$ cat config.mk
export PLATFORM = sky130hd
export DESIGN_NAME = priority_queue_max_extract
export DESIGN_NICKNAME = d
export VERILOG_FILES = /design/src/hw/rtl/pqmx_pkg.sv /design/src/hw/rtl/pqmx_ram.sv /design/src/hw/rtl/pqmx_cmp.sv /design/src/hw/rtl/priority_queue_max_extract.sv
export SDC_FILE = /design/constraint.sdc
export NUM_CORES = 1
export LEC_CHECK = 0
export BUFFER_PORTS_ARGS = -buffer_cell sky130_fd_sc_hd__buf_2
export CORE_AREA = 3 3 149 296
export CTS_CLUSTER_SIZE = 8
export DETAILED_ROUTE_END_ITERATION = 10
export DIE_AREA = 0 0 152 299
export PLACE_DENSITY = 0.8
export SETUP_SLACK_MARGIN = 0.3
export SYNTH_ARGS = -nofsm -noshare
export SYNTH_HDL_FRONTEND = slang
export SYNTH_SLANG_ARGS = --single-unit
$ cat constraint.sdc
create_clock -name i_clk -period 7.05 [get_ports i_clk]
set_clock_uncertainty 0.1 [all_clocks]
set_input_delay 1.7625 -clock i_clk [delete_from_list [all_inputs] [get_ports i_clk]]
set_output_delay 1.7625 -clock i_clk [all_outputs]
set_load 0.005 [all_outputs]
$ cat src/hw/rtl/pqmx_pkg.sv
package pqmx_pkg;

    // Queue geometry
    localparam int DEPTH = 8;
    localparam int IDX_W = $clog2(DEPTH);
    localparam int CNT_W = $clog2(DEPTH + 1);

    // Entry fields, stored as {value, priority}
    localparam int VAL_W = 32;
    localparam int PRI_W = 16;
    localparam int ENT_W = VAL_W + PRI_W;

    // Command codes
    localparam logic CMD_INSERT = 1'b0;
    localparam logic CMD_REMOVE = 1'b1;

    // Result status codes
    localparam int ST_W = 2;
    typedef logic [ST_W-1:0] t_status;
    localparam t_status ST_INSERTED  = 2'd0;
    localparam t_status ST_REMOVED   = 2'd1;
    localparam t_status ST_OVERFLOW  = 2'd2;
    localparam t_status ST_UNDERFLOW = 2'd3;

    // Control from the sequencer to the compare unit
    typedef struct packed {
        logic en;     // a live slot is on the read data this cycle
        logic first;  // it is slot 0, take it unconditionally
    } t_cmp_ctl;

endpackage

$ cat src/hw/rtl/pqmx_ram.sv
module pqmx_ram #(
    parameter int WIDTH = 8,
    parameter int DEPTH = 8
) (
    input  logic                     i_clk,
    input  logic                     i_we,
    input  logic [$clog2(DEPTH)-1:0] i_waddr,
    input  logic [WIDTH-1:0]         i_wdata,
    input  logic [$clog2(DEPTH)-1:0] i_raddr,
    output logic [WIDTH-1:0]         o_rdata
);

    logic [WIDTH-1:0] r_mem [DEPTH];
    logic [WIDTH-1:0] r_rdata;

    // One write port, one registered read port
    always_ff @(posedge i_clk) begin
        if (i_we) begin
            r_mem[i_waddr] <= i_wdata;
        end
        r_rdata <= r_mem[i_raddr];
    end

    assign o_rdata = r_rdata;

endmodule

$ cat src/hw/rtl/pqmx_cmp.sv
module pqmx_cmp (
    input  logic                                i_clk,
    input  pqmx_pkg::t_cmp_ctl                  i_ctl,
    input  logic [pqmx_pkg::IDX_W-1:0]          i_idx,
    input  logic signed [pqmx_pkg::VAL_W-1:0]   i_value,
    input  logic signed [pqmx_pkg::PRI_W-1:0]   i_prio,
    output logic [pqmx_pkg::IDX_W-1:0]          o_best_idx,
    output logic signed [pqmx_pkg::VAL_W-1:0]   o_best_value,
    output logic signed [pqmx_pkg::PRI_W-1:0]   o_best_prio
);
    import pqmx_pkg::*;

    logic [IDX_W-1:0]        r_best_idx;
    logic signed [VAL_W-1:0] r_best_value;
    logic signed [PRI_W-1:0] r_best_prio;
    logic                    take;

    // Strictly greater replaces, so the oldest entry wins a tie
    assign take = i_ctl.first || (i_prio > r_best_prio);

    always_ff @(posedge i_clk) begin
        if (i_ctl.en && take) begin
            r_best_idx   <= i_idx;
            r_best_value <= i_value;
            r_best_prio  <= i_prio;
        end
    end

    assign o_best_idx   = r_best_idx;
    assign o_best_value = r_best_value;
    assign o_best_prio  = r_best_prio;

endmodule

$ cat src/hw/rtl/priority_queue_max_extract.sv
// Channel   Handshake            Ports
// --------  -------------------  ---------------------------------------------------
// request   start & !busy        i_cmd, i_item_value, i_item_priority
// result    o_strobe (1 cycle)   o_status, o_out_value, o_out_priority, o_fill_count
//
// Insert, overflow and underflow strobe their result in the cycle after the request,
// and busy stays low. A remove of N live entries scans them through one compare unit
// at one slot a cycle off the registered RAM read, then compacts younger entries one
// slot a cycle; busy stays high through the scan and the compaction.
// Reset (i_rst_n, synchronous, active low) empties the queue; slot contents need none.
// The receiver cannot stall: o_strobe marks each result for exactly one cycle.
module priority_queue_max_extract (
    input  logic                                i_clk,
    input  logic                                i_rst_n,
    input  logic                                start,
    output logic                                busy,
    input  logic                                i_cmd,
    input  logic signed [pqmx_pkg::VAL_W-1:0]   i_item_value,
    input  logic signed [pqmx_pkg::PRI_W-1:0]   i_item_priority,
    output logic                                o_strobe,
    output pqmx_pkg::t_status                   o_status,
    output logic signed [pqmx_pkg::VAL_W-1:0]   o_out_value,
    output logic signed [pqmx_pkg::PRI_W-1:0]   o_out_priority,
    output logic [pqmx_pkg::CNT_W-1:0]          o_fill_count
);
    import pqmx_pkg::*;

    typedef enum logic [3:0] {
        S_IDLE  = 4'b0001,
        S_SCAN  = 4'b0010,
        S_PREP  = 4'b0100,
        S_SHIFT = 4'b1000
    } t_state;

    t_state                  r_state, n_state;
    logic [IDX_W-1:0]        r_idx, n_idx;
    logic [CNT_W-1:0]        r_count, n_count;
    logic                    r_strobe, n_strobe;
    t_status                 r_status, n_status;
    logic signed [VAL_W-1:0] r_value, n_value;
    logic signed [PRI_W-1:0] r_prio, n_prio;
    logic [CNT_W-1:0]        r_fill, n_fill;

    logic                    accept;
    logic                    full;
    logic                    last_scan;
    logic                    more_shift;
    logic                    ram_we;
    logic [IDX_W-1:0]        ram_waddr;
    logic [ENT_W-1:0]        ram_wdata;
    logic [IDX_W-1:0]        ram_raddr;
    logic [ENT_W-1:0]        ram_rdata;
    t_cmp_ctl                cmp_ctl;
    logic [IDX_W-1:0]        best_idx;
    logic signed [VAL_W-1:0] best_value;
    logic signed [PRI_W-1:0] best_prio;

    assign busy   = (r_state != S_IDLE);
    assign accept = start && !busy;
    assign full   = (r_count >= CNT_W'(DEPTH));

    // Slot r_idx is on the read data during the scan
    assign last_scan  = (CNT_W'(r_idx) + CNT_W'(1)) == r_count;
    // Slot r_idx+1 is on the read data during compaction
    assign more_shift = (CNT_W'(r_idx) + CNT_W'(2)) <= r_count;

    // Slot storage
    assign ram_we    = (accept && (i_cmd == CMD_INSERT) && !full)
                     || ((r_state == S_SHIFT) && more_shift);
    assign ram_waddr = (r_state == S_IDLE) ? r_count[IDX_W-1:0] : r_idx;
    assign ram_wdata = (r_state == S_IDLE) ? {i_item_value, i_item_priority} : ram_rdata;

    always_comb begin
        unique case (r_state)
            S_IDLE:  ram_raddr = '0;
            S_SCAN:  ram_raddr = r_idx + IDX_W'(1);
            S_PREP:  ram_raddr = best_idx + IDX_W'(1);
            S_SHIFT: ram_raddr = r_idx + IDX_W'(2);
            default: ram_raddr = '0;
        endcase
    end

    pqmx_ram #(
        .WIDTH (ENT_W),
        .DEPTH (DEPTH)
    ) u_ram (
        .i_clk   (i_clk),
        .i_we    (ram_we),
        .i_waddr (ram_waddr),
        .i_wdata (ram_wdata),
        .i_raddr (ram_raddr),
        .o_rdata (ram_rdata)
    );

    // Running maximum over the scanned slots
    assign cmp_ctl.en    = (r_state == S_SCAN);
    assign cmp_ctl.first = (r_idx == '0);

    pqmx_cmp u_cmp (
        .i_clk        (i_clk),
        .i_ctl        (cmp_ctl),
        .i_idx        (r_idx),
        .i_value      (ram_rdata[ENT_W-1:PRI_W]),
        .i_prio       (ram_rdata[PRI_W-1:0]),
        .o_best_idx   (best_idx),
        .o_best_value (best_value),
        .o_best_prio  (best_prio)
    );

    // Sequencer
    always_comb begin
        n_state  = r_state;
        n_idx    = r_idx;
        n_count  = r_count;
        n_strobe = 1'b0;
        n_status = r_status;
        n_value  = r_value;
        n_prio   = r_prio;
        n_fill   = r_fill;
        unique case (r_state)
            S_IDLE: begin
                if (accept) begin
                    n_value = '0;
                    n_prio  = '0;
                    if (i_cmd == CMD_INSERT) begin
                        n_strobe = 1'b1;
                        if (full) begin
                            n_status = ST_OVERFLOW;
                            n_fill   = r_count;
                        end else begin
                            n_status = ST_INSERTED;
                            n_count  = r_count + CNT_W'(1);
                            n_fill   = r_count + CNT_W'(1);
                        end
                    end else if (r_count == '0) begin
                        n_strobe = 1'b1;
                        n_status = ST_UNDERFLOW;
                        n_fill   = r_count;
                    end else begin
                        n_state = S_SCAN;
                        n_idx   = '0;
                    end
                end
            end
            S_SCAN: begin
                if (last_scan) begin
                    n_state = S_PREP;
                end else begin
                    n_idx = r_idx + IDX_W'(1);
                end
            end
            S_PREP: begin
                n_state = S_SHIFT;
                n_idx   = best_idx;
            end
            S_SHIFT: begin
                if (more_shift) begin
                    n_idx = r_idx + IDX_W'(1);
                end else begin
                    n_state  = S_IDLE;
                    n_count  = r_count - CNT_W'(1);
                    n_strobe = 1'b1;
                    n_status = ST_REMOVED;
                    n_value  = best_value;
                    n_prio   = best_prio;
                    n_fill   = r_count - CNT_W'(1);
                end
            end
            default: n_state = S_IDLE;
        endcase
    end

    // Control state
    always_ff @(posedge i_clk) begin
        if (!i_rst_n) begin
            r_state  <= S_IDLE;
            r_count  <= '0;
            r_strobe <= 1'b0;
        end else begin
            r_state  <= n_state;
            r_count  <= n_count;
            r_strobe <= n_strobe;
        end
    end

    // Index and result payload
    always_ff @(posedge i_clk) begin
        r_idx    <= n_idx;
        r_status <= n_status;
        r_value  <= n_value;
        r_prio   <= n_prio;
        r_fill   <= n_fill;
    end

    assign o_strobe       = r_strobe;
    assign o_status       = r_status;
    assign o_out_value    = r_value;
    assign o_out_priority = r_prio;
    assign o_fill_count   = r_fill;

endmodule
==> flow_summary.yaml, run 1 <==
placement:
  gp_congestion: 0.844
  port_buffers: 107
  hpwlAfterDp_um: 24500
logic_synthesis:
  ys_seq_area_share_pct: 74.2
  syn_area_mm2: 0.0214
  yosys-top-cells-area: "edfxtp_1, mux2_2, dfxtp_1, mux2i_1, a221oi_2"
  yosysWarnings: 0
  ys_types: 50
  syn_avg_cell_area_um2: 17.9
  synth_edf_count: 492
  yosys.area.top_type: "edfxtp_1"
  ys.flop_type: "edfxtp_1"
  async_flop_share_pct: 0
  synth_top_area_share_pct: 68.9
  yosysMostFrequentCell: "edfxtp_1"
  synth_nets: 1273
  synth_common_cells: "edfxtp_1, mux2_2, mux2i_1"
  synthCells: 1195
  synth-seq-cells: 549
critical_path:
  crit_path_cell_trace: "and3_4, inv_1, buf_2"
  crit_arrival_ns: 2.63
  slowest_stage: "and3_4"
  path_max_fanout: 57
  crit_required_ns: 5.19
  worst-setup-path-type: "flip-flop to output pin"
  end_kind: "output pin"
  cpPeakStageDelay_ns: 0.94
  start_kind: "flip-flop"
timing:
  tns_ns: 0
  layout_min_cycle_time_ns: 4.49
  finalSetupViolCount: 0
  finalHoldViolCount: 0
  period_share_pct: 63.7
  relSlewSlack_pct: 18.8
  hold_ws_ns: 0.329
  slew_viol_final: 0
  worstMarginPinSlew_ns: 1.21
  rsz0062_at_grt: "no"
  fmax_ghz: 0.223
final_layout:
  syn2layout_area_growth_pct: 15.5
  layout-drive-gt1-share_pct: 29.7
  fin_nets: 1417
  diodes: 0
clocking:
  worstSkewPairLatency_ns: 0.58
  htreeDepth: 3
  path_clk_slew_ns: 0.05
  clockBufferDepth: 3
  ctsHoldBuffers: 0
  postCtsSetupBuffers: 0
  cts_tree: "done"
  cts_buffers: 78
  cts_resized: 0
  clockRootBuffer: "clkbuf_16"
  cts_sinks: 549
run_status:
  outcome: "completed"
drt:
  firstDrtPassIters: 5
  num_vias: 11148
  drcViolationCount: 0
  routedWlPerCell_um: 22.3
  postRouteAntennaNets: 0
  drtIter0Drc: 746
  drt-vias-per-instance: 5.76
  wirelength_um: 43300
floorplan:
  core_area_mm2: 0.0419
  die_area_mm2: 0.0454
  io_pins: 108
  num_rows: 106
  die_w_um: 152
  die_h_um: 299
  start_util_pct: 51.2
pwr:
  power.density_mw_per_mm2: 293
  peakVddDrop_uv: 183
  leakagePower_nw: 8.22
hold_path:
  hp-class: "flip-flop to flip-flop"
global_routing:
  grt_max_degree: 145
  grt_pass1_wl_um: 66700
  grt_antenna_before_repair: 0
  grt_usage_pct: 18.7
  grt.overflow.total: 0
  grt_pass1_vias: 12112
job:
  maxCapViolCount: 0
-- layer usage --
layer | vias to the layer above | GRT usage, % | share of wire (%) | routed length, um
met4 | 0 | 10.4 | 4.7 | 2040
met2 | 365 | 34.2 | 54 | 23300
li1 | 5012 | - | - | -
met3 | 116 | 3.33 | 4.2 | 1800
met5 | - | 0 | 0 | 0
met1 | 5655 | 20.4 | 37 | 16100
-- final timing paths --
path,end,depth (start not counted),slack [ns],startpoint
max,busy,3,2.56,r_state[0]$_SDFFE_PN1P_
min,u_cmp.o_best_value[0]$_DFFE_PP_,0,0.33,u_ram.o_rdata[16]$_DFF_P_
max reg2reg,u_ram.r_mem[4][8]$_DFFE_PP_,6,2.73,r_state[0]$_SDFFE_PN1P_
min reg2reg,u_cmp.o_best_value[0]$_DFFE_PP_,0,0.33,u_ram.o_rdata[16]$_DFF_P_
-- kinds of logic after synthesis --
group	count (synthesis)	share of synthesized area [%]
DFF	549	74.2
muxes	239	12.0
AOI/OAI and AO/OA	156	6.66
and+or+nand+nor	129	3.10
buffers and inverters	88	2.19
adders and majority gates	26	1.52
xor gates and xnor gates	8	0.327
-- cell type report --
cell class	instances	area (um^2)
Multi-Input combinational cell	558	5160
Tap cell	540	676
Timing Repair Buffer	124	676
Sequential cell	549	15900
Fill cell	3013	17100
Inverter	28	105
Clock inverter	5	55.1
Clock buffer	132	2180
-- report_power, final --
part	switching (W)	internal [W]	leakage, nW	total (W)
combinational	0.000152	0.0000920	2.18	0.000244
sequential	0.0000280	0.00364	4.98	0.00367
clock	0.00127	0.00208	1.06	0.00335
-- critical path: cells and delay by family (launching register included) --
kind,cells,cell delay [ns]
flip-flops,1,0.68
buffers and inverters,2,0.43
AND/OR/NAND/NOR,1,0.94
-- registers in the layout (all words and copies together), names as in the netlist --
register / count
o_fill_count: 4
o_out_priority: 16
o_out_value: 32
o_status: 2
o_strobe: 1
r_count: 4
r_idx: 3
r_state: 4
u_cmp.o_best_idx: 3
u_cmp.o_best_prio: 16
u_cmp.o_best_value: 32
u_ram.o_rdata: 48
u_ram.r_mem: 384
-- stage by stage --
step / cells / setup WS [ns] / cell area [um^2] / util [%] / total power, W
2_1_floorplan: 1195 / 1.57 / 21400 / - / 0.00387
3_3_place_gp: 1799 / 2.67 / 22500 / 53.8 / 0.00396
3_5_place_dp: 1799 / 2.62 / 22500 / 53.8 / 0.00398
4_1_cts: 1936 / 2.57 / 24800 / 59.1 / 0.00732
5_1_grt: 1936 / 2.41 / 24800 / 59.1 / 0.00748
6_report: 1936 / 2.56 / 24800 / 59.1 / 0.00727
-- cells in the final DEF (no fill, tap or decap), types with 7 or more instances in the layout --
cell type  count
nor3_1         9
ha_1          26
a31oi_1        7
a211oi_1       8
o22ai_1       46
nand2_1       12
clkbuf_1      53
mux2_2       141
nor2_1        33
nor2_4         9
buf_4         16
a221oi_2      46
edfxtp_1     492
inv_1         27
a21oi_1       12
buf_2        107
clkbuf_16     79
mux2i_1       98
o21ai_0       11
and2_1        33
dfxtp_1       57
No activity file was read; power rests on OpenSTA's default activity.
==> run 2, diff against run 1 <==
--- a/config.mk
+++ b/config.mk
@@ -10,7 +10,7 @@
 export CTS_CLUSTER_SIZE = 8
 export DETAILED_ROUTE_END_ITERATION = 10
 export DIE_AREA = 0 0 152 299
-export PLACE_DENSITY = 0.8
+export PLACE_DENSITY = 0.83
 export SETUP_SLACK_MARGIN = 0.3
 export SYNTH_ARGS = -nofsm -noshare
 export SYNTH_HDL_FRONTEND = slang
==> constraint.sdc (replaced) <==
create_clock -name i_clk -period 3.8 [get_ports i_clk]
set_clock_uncertainty 0.1 [all_clocks]
set_input_delay 0.95 -clock i_clk [delete_from_list [all_inputs] [get_ports i_clk]]
set_output_delay 0.95 -clock i_clk [all_outputs]
set_load 0.005 [all_outputs]
==> run 2 against run 1 <==
- sequential cell count is the same
- design area rose by 1.0%
- combinational power rose by 89%
- cell count rose by 0.72%
- power increased by 87%
- setup slack got worse by 2.0 ns
==> flow_summary.yaml, run 2 (same netlist as run 1, synthesis figures left out) <==
global_routing:
  grt.overflow.total: 0
  grt_max_degree: 72
  grt_pass1_vias: 12155
  grt_usage_pct: 19.5
  grt_antenna_before_repair: 0
  grt_pass1_wl_um: 68900
drt:
  routedWlPerCell_um: 23.0
  drcViolationCount: 0
  postRouteAntennaNets: 0
  num_vias: 11303
  drt-vias-per-instance: 5.80
  firstDrtPassIters: 5
  wirelength_um: 44800
  drtIter0Drc: 821
placement:
  gp_congestion: 0.865
  postPlaceCellArea_mm2: 0.0227
  hpwlAfterDp_um: 25700
  port_buffers: 107
pwr:
  leakagePower_nw: 8.33
  power.density_mw_per_mm2: 544
  peakVddDrop_uv: 281
  finalPower_w: 0.0136
clocking:
  cts_resized: 0
  cts_buffers: 78
  cts_sinks: 549
  worstSkewPairLatency_ns: 0.59
  postCtsSetupBuffers: 0
  clockRootBuffer: "clkbuf_16"
  htreeDepth: 3
  path_clk_slew_ns: 0.05
  cts_tree: "done"
  clockBufferDepth: 3
  ctsHoldBuffers: 0
final_layout:
  fin_area_mm2: 0.0250
  largest_reg_flops: 384
  diodes: 0
  multi_input_comb_area_mm2: 0.00516
  layout-drive-gt1-share_pct: 30.1
  layout_commonest_cell: "edfxtp_1"
  fin_nets: 1426
  syn2layout_area_growth_pct: 16.7
  fill_cells: 2947
  regMostFlops: "u_ram.r_mem"
  final_cell_mix: "edfxtp_1, mux2_2, buf_2"
  seqCellArea_mm2: 0.0159
critical_path:
  cpPeakStageDelay_ns: 0.51
  end_kind: "flip-flop"
  path_max_fanout: 48
  crit_family: "compound AO/OA/AOI/OAI gates"
  crit_path_cell_trace: "ha_1, ha_1, o21ai_0, a221oi_1, nor2_1, a22oi_1, buf_4, nor2_4, buf_4"
  cp.depth: 9
  path_buf_inv: 2
  worst-setup-path-type: "flip-flop to flip-flop"
  crit_required_ns: 3.94
  crit_arrival_ns: 3.33
  slowest_stage: "edfxtp_1"
  start_kind: "flip-flop"
  rr_worst_depth: 9
floorplan:
  core_area_mm2: 0.0419
  io_pins: 108
  die_h_um: 299
  die_w_um: 152
  die_area_mm2: 0.0454
  start_util_pct: 51.2
  num_rows: 106
timing:
  fmax_ghz: 0.313
  finalHoldViolCount: 0
  period_share_pct: 84.0
  layout_min_cycle_time_ns: 3.19
  relSlewSlack_pct: 33.9
  slew_viol_final: 0
  finalSetupViolCount: 0
  worstMarginPinSlew_ns: 0.981
  rsz0062_at_grt: "no"
job:
  maxCapViolCount: 0
run_status:
  outcome: "completed"
hold_path:
  hp-class: "flip-flop to flip-flop"
  hold_path_depth: 0
[run 2: cell types whose count changed in the layout (fill, tap and decap cells not counted)]
cell	change
buf_12	+10
buf_4	-1
clkbuf_1	+3
clkinv_16	+1
clkinv_8	+1
[run 2: layout make-up]
type / instances / share of cell area, %
clock buffer: 135 / 8.74
clock inverter: 7 / 0.405
inverter: 28 / 0.420
multi-input combinational: 558 / 20.6
sequential: 549 / 63.6
tap: 540 / 2.70
timing repair buffer: 133 / 3.47
[run 2: where the power goes]
group	switching [W]	internal [W]	total, W	leakage (nW)
Combinational	0.000284	0.000176	0.000460	2.27
Sequential	0.0000565	0.00676	0.00682	4.98
Clock	0.00244	0.00390	0.00633	1.08
[run 2: worst paths after layout]
kind | from | to | slack [ns]
setup / recovery | r_idx[2]$_DFFE_PP_ | u_ram.r_mem[3][13]$_DFFE_PP_ | 0.61
hold / removal | u_ram.o_rdata[46]$_DFF_P_ | u_cmp.o_best_value[30]$_DFFE_PP_ | 0.32
setup reg to reg | r_idx[2]$_DFFE_PP_ | u_ram.r_mem[3][13]$_DFFE_PP_ | 0.61
hold reg to reg | u_ram.o_rdata[46]$_DFF_P_ | u_cmp.o_best_value[30]$_DFFE_PP_ | 0.32
[run 2: metal layers]
metal,global-route usage (%),wire [um]
met1,21.2,16200
met2,36.1,24700
met3,3.33,2100
met4,10.1,1830
met5,0,0
[run 2: stage by stage]
stage          setup slack, ns  cells  TNS, ns  utilization, %  hold slack (ns)
2_1_floorplan           -0.350   1195  -132.14               -            0.304
3_3_place_gp             0.691   1808        0            54.2            0.314
3_5_place_dp             0.671   1808        0            54.2            0.313
4_1_cts                  0.645   1950        0            59.7            0.323
5_1_grt                  0.486   1950        0            59.7            0.339
6_report                 0.608   1950        0            59.7            0.323
